--- src/topological_sort_engine_core_defines.svh ---
// -----------------------------------------------------------------------------
// Topological sort engine: assertion macros
// Shared concurrent check forms, clocked on clock and muted while reset is high.
// -----------------------------------------------------------------------------
`ifndef TOPOLOGICAL_SORT_ENGINE_CORE_DEFINES_SVH
`define TOPOLOGICAL_SORT_ENGINE_CORE_DEFINES_SVH

// Same-cycle implication
`define TSE_CHECK_IMP(lbl, ante, cons) \
   lbl: assert property (@(posedge clock) disable iff (reset) (ante) |-> (cons)) \
      else $error("tse: same-cycle check failed");

// Next-cycle implication
`define TSE_CHECK_NXT(lbl, ante, cons) \
   lbl: assert property (@(posedge clock) disable iff (reset) (ante) |=> (cons)) \
      else $error("tse: next-cycle check failed");

`endif

--- src/tse_ram.sv ---
// -----------------------------------------------------------------------------
// Generic simple dual-port RAM
// One write port and one read port, read data registered.
// -----------------------------------------------------------------------------
`timescale 1ns / 1ps

module tse_ram #(
   parameter int WIDTH = 8,
   parameter int DEPTH = 16
) (
   input  logic                     clock,
   input  logic                     wr_en,
   input  logic [$clog2(DEPTH)-1:0] wr_addr,
   input  logic [WIDTH-1:0]         wr_data,
   input  logic [$clog2(DEPTH)-1:0] rd_addr,
   output logic [WIDTH-1:0]         rd_data
);

   logic [WIDTH-1:0] mem [DEPTH];

   // Write, then register the read word
   always_ff @(posedge clock) begin
      if (wr_en) begin
         mem[wr_addr] <= wr_data;
      end
      rd_data <= mem[rd_addr];
   end

endmodule
--- config.mk ---
export PLATFORM = sky130hd
export DESIGN_NAME = tse_ram
export DESIGN_NICKNAME = d
export VERILOG_FILES = /design/src/topological_sort_engine_core_defines.svh /design/src/tse_ram.sv
export SDC_FILE = /design/constraint.sdc
export NUM_CORES = 1
export LEC_CHECK = 0
export ABC_AREA = 0
export ABC_CLOCK_PERIOD_IN_PS = 2450
export BUFFER_PORTS_ARGS = -buffer_cell sky130_fd_sc_hd__buf_2
export CORE_MARGIN = 1.5
export CORE_UTILIZATION = 53
export DETAILED_ROUTE_END_ITERATION = 12
export GPL_TIMING_DRIVEN = 0
export PLACE_DENSITY = 0.71
export SLEW_MARGIN = 20
export SYNTH_ARGS = -nofsm -noshare
export SYNTH_HDL_FRONTEND = slang
export SYNTH_SLANG_ARGS = --single-unit
--- constraint.sdc ---
create_clock -name clock -period 2.45 [get_ports clock]
set_input_delay 0.49 -clock clock [delete_from_list [all_inputs] [get_ports clock]]
set_output_delay 0.49 -clock clock [all_outputs]
set_load 0.01 [all_outputs]
==> run summary <==
The cell area after synthesis came out at 5150 um2. Along the worst path, the maximum fanout reaches 8. For this run, the top clock speed supported by timing is 587 MHz. TritonCTS built the clock tree. The worst setup path is launched from a primary input. The per-instance average area after synthesis is 22.5 um2. For the pin with the worst max-slew slack, the measured transition is 0.841 ns. The count of routing violations after the opening detailed-route iteration came out at 138. By startpoint and endpoint, the worst setup path is classified as primary input to register. The time the final worst path needs with I/O delays and setup came out at 1.70 ns.

Setup repair after global routing left no endpoint under its margin. The kind of end point of the critical path is a register. The power density over cell area came out at 873 nW/um2. The final global-route overflow total is 0. The quantity of gates resized following cts is 0. The number of detailed-route iterations in the first pass came out at 4. The number of antenna violations at the first check in global routing is 0. The number of stages on the worst hold path came out at 1. The run finished with clean final reports. The vertical extent of the die is 102 um. The total via count in the routed design is 2353. Summing all multi-input logic gate instances after layout gives 1080 um2. The largest net degree at the start of global routing is 17. During placement, the flow inserted port buffers numbering 24. The congestion estimate from routability-driven global placement came to 0.710. The number of remaining DRC errors is 0. The share of synthesized area in the top cell type comes to 0.747. The sequential cell area came out at 4000 um2. Yosys attributes the largest share of cell area to sky130_fd_sc_hd__edfxtp_1 (75%), sky130_fd_sc_hd__mux4_2 (7.9%), sky130_fd_sc_hd__mux4_1 (7.1%). The average vias per placed instance is 5.68. Dividing the final minimum period by the clock period gives 0.695. Cell internal power was estimated by the tool at 0.00415 W. The worst hold endpoint is mem[7][6]. The via count of the first global-routing pass is 2326.

The switching power summed over all nets came out at 0.00110 W. The tree is rooted in a sky130_fd_sc_hd__clkbuf_8. The clock skew after layout came out at 0.00695 ns. The die extent in x came out at 102 um. Of the cells placed in the final design, the portion with a size suffix greater than 1 is 0.309. The number of top-level pins is 26.

The cell row count is 35. The endpoint identified for the worst register-to-register timing path is rd_data[1]. The remaining antenna violation count is 0.

Buffers inserted during clock tree synthesis total 17. The worst ir drop on vdd came out at 0.417 mV. The clock-pin transition on the worst setup and hold timing paths is 0.06 ns. Timing analysis after detailed placement gives a worst setup slack of 0.245 ns. The average wire per cell in the routed design came out at 23.0 um. Including well taps, the total number of placed cells is 382.

The total of warnings raised by yosys came out at 0. Of the total power, the share spent switching nets is 0.210. The antenna diode count is 0.

The final HPWL from detailed placement is 5930 um. The region available for standard cell placement spans 9330 um2. Clock tree synthesis found a total of 136 sinks.

The worst path meets setup with 0.746 ns of slack. The deepest clock path buffer count is 2. For this run, the total global-route usage over all layers was measured as 0.207. The H-tree depth reported by CTS came out at 4. Setup violations remaining at the end of the flow were counted as 0.

The first-pass GRT wire length is 14300 um. The setup slack of the most critical reg-to-reg path is 1.06 ns. The number of violations of the max-capacitance limit came out at 0.

The startpoint identified for the worst hold timing path is wr_data[6]. The worst endpoint data arrival time came out at 1.83 ns. Of the total power, registers draw 0.497. For this configuration, the core starts out at a cell density of 0.552.

Measured in cells, the most critical reg-to-reg path has a length of 3. The synthesized netlist contains 19 unique library cells. The growth of design area from synthesis to finish is 16.9%. The later-pin clock latency in the skew report came out at 0.51 ns.

The hold violation total from the final report is 0. The startpoint of the most critical register-to-register path is mem[9][1]. The number of slew-limit violations in the final report came out at 0.

The final net count is 290. Tracing the worst setup path back leads to its startpoint at wr_addr[2]. The part of the power in combinational logic came out at 0.048. The path class of the tightest hold or removal check is primary input to register. The number of hold-repair buffers added at the cts stage came out at 0. The die footprint came out at 10300 um2. The number of fillers in the final layout is 641. After clock tree synthesis, the setup repair step added 0 buffers. The number of non-filler instances in the completed layout came out at 414. STA puts the critical path data required time at 2.58 ns.

Measured against its own limit, the worst slew margin works out to 0.438. The portion of the post-synthesis area used by sequential elements came out at 0.778. For this block, the routed nets add up to 9530 um of wire. Synthesis inferred 136 register bits. The leakage power of the design came out at 2.01 nW. The net count of the mapped netlist is 247.

The power share of the clock group came out at 0.454. The largest total area in the synthesized netlist belongs to sky130_fd_sc_hd__edfxtp_1. The synthesized netlist cell count came out at 229.
## stage by stage
step,hold slack (ns),utilization,cell area (um2),setup TNS (ns),power [W]
finish,0.382,0.645,6020,0,0.00525
global route,0.373,0.645,6020,0,0.00542
CTS,0.367,0.645,6020,0,0.00528
detailed placement,0.671,0.584,5450,0,0.00292
global placement,0.652,0.582,5430,-0.774,0.00290
floorplan,0.589,-,5150,0,0.00280
## worst max path at each step
stage                endpoint  cells past startpoint  slack (ns)
finish              mem[2][3]                      3        0.75
floorplan           mem[0][0]                      2        0.47
global placement    mem[0][7]                      3        -0.1
global route        mem[2][3]                      3        0.69
CTS                 mem[1][3]                      3        0.78
detailed placement  mem[1][7]                      3        0.24
## critical path: stages
cell	delay [ns]
sky130_fd_sc_hd__buf_2	0.12
sky130_fd_sc_hd__or3b_2	0.55
sky130_fd_sc_hd__nor2_1	0.67
## sequential cells by signal, summed over array words and instances, names as in the netlist
name	count
mem	128
rd_data	8
## power by group through the flow
stage	clock, W	sequential [W]	combinational (W)
finish	0.00239	0.00261	0.000253
global route	0.00253	0.00262	0.000273
CTS	0.00242	0.00261	0.000255
detailed placement	0	0.00266	0.000254
global placement	0	0.00266	0.000244
floorplan	0	0.00267	0.000132
## area by class of cell
type                            count  area share
Sequential cell                   136       0.665
Tap cell                          129      0.0268
Clock buffer                       17      0.0688
Timing Repair Buffer               24      0.0200
Clock inverter                     15      0.0258
Multi-Input combinational cell     83       0.179
Buffer                             10      0.0143
## layer usage
metal  GRT usage  part of all wire  wire, um  vias up
li1            -                 -         -     1063
met1       0.305              0.46      4380     1207
met2       0.308              0.48      4620       76
met3      0.0538             0.048       460        7
met4      0.0673            0.0071        68        0
met5           0                 0         0        -
## placed cells by master (no fill, tap or decap), drive strengths merged
| cell | synthesis | layout |
|---|---|---|
| edfxtp | 128 | 128 |
| mux4 | 32 | 32 |
| buf | 7 | 31 |
| clkbuf | 0 | 17 |
| a22oi | 16 | 16 |
| nor2 | 13 | 13 |
| nand2 | 9 | 9 |
| dfxtp | 8 | 8 |
| clkinv | 0 | 7 |
| clkinvlp | 0 | 5 |
| nor3 | 4 | 4 |
| clkdlybuf4s25 | 3 | 3 |
| nand3b | 2 | 2 |
| nand2b | 2 | 2 |
| bufinv | 0 | 2 |
| nor2b | 1 | 1 |
| and2 | 1 | 1 |
| and2b | 1 | 1 |
| nand3 | 1 | 1 |
| or3b | 1 | 1 |
| inv | 0 | 1 |
## Yosys cell counts
cell                              instances
sky130_fd_sc_hd__edfxtp_1               128
sky130_fd_sc_hd__mux4_2                  18
sky130_fd_sc_hd__a22oi_1                 16
sky130_fd_sc_hd__mux4_1                  14
sky130_fd_sc_hd__nor2_1                  13
sky130_fd_sc_hd__nand2_1                  9
sky130_fd_sc_hd__dfxtp_1                  8
sky130_fd_sc_hd__nor3_1                   4
sky130_fd_sc_hd__buf_2                    3
sky130_fd_sc_hd__buf_6                    3
sky130_fd_sc_hd__clkdlybuf4s25_2          3
sky130_fd_sc_hd__nand2b_1                 2
sky130_fd_sc_hd__nand3b_1                 2
sky130_fd_sc_hd__and2_1                   1
sky130_fd_sc_hd__and2b_1                  1
sky130_fd_sc_hd__buf_4                    1
sky130_fd_sc_hd__nand3_1                  1
sky130_fd_sc_hd__nor2b_1                  1
sky130_fd_sc_hd__or3b_2                   1
## kinds of logic after synthesis
| kind of cell | count (synthesis) | synth area share |
|---|---|---|
| AOI/OAI and AO/OA | 16 | 0.0233 |
| buffers and inverters | 10 | 0.0168 |
| DFF | 136 | 0.778 |
| muxes | 32 | 0.150 |
| and+or+nand+nor | 35 | 0.0318 |
No activity file was read; power rests on OpenSTA's default activity.
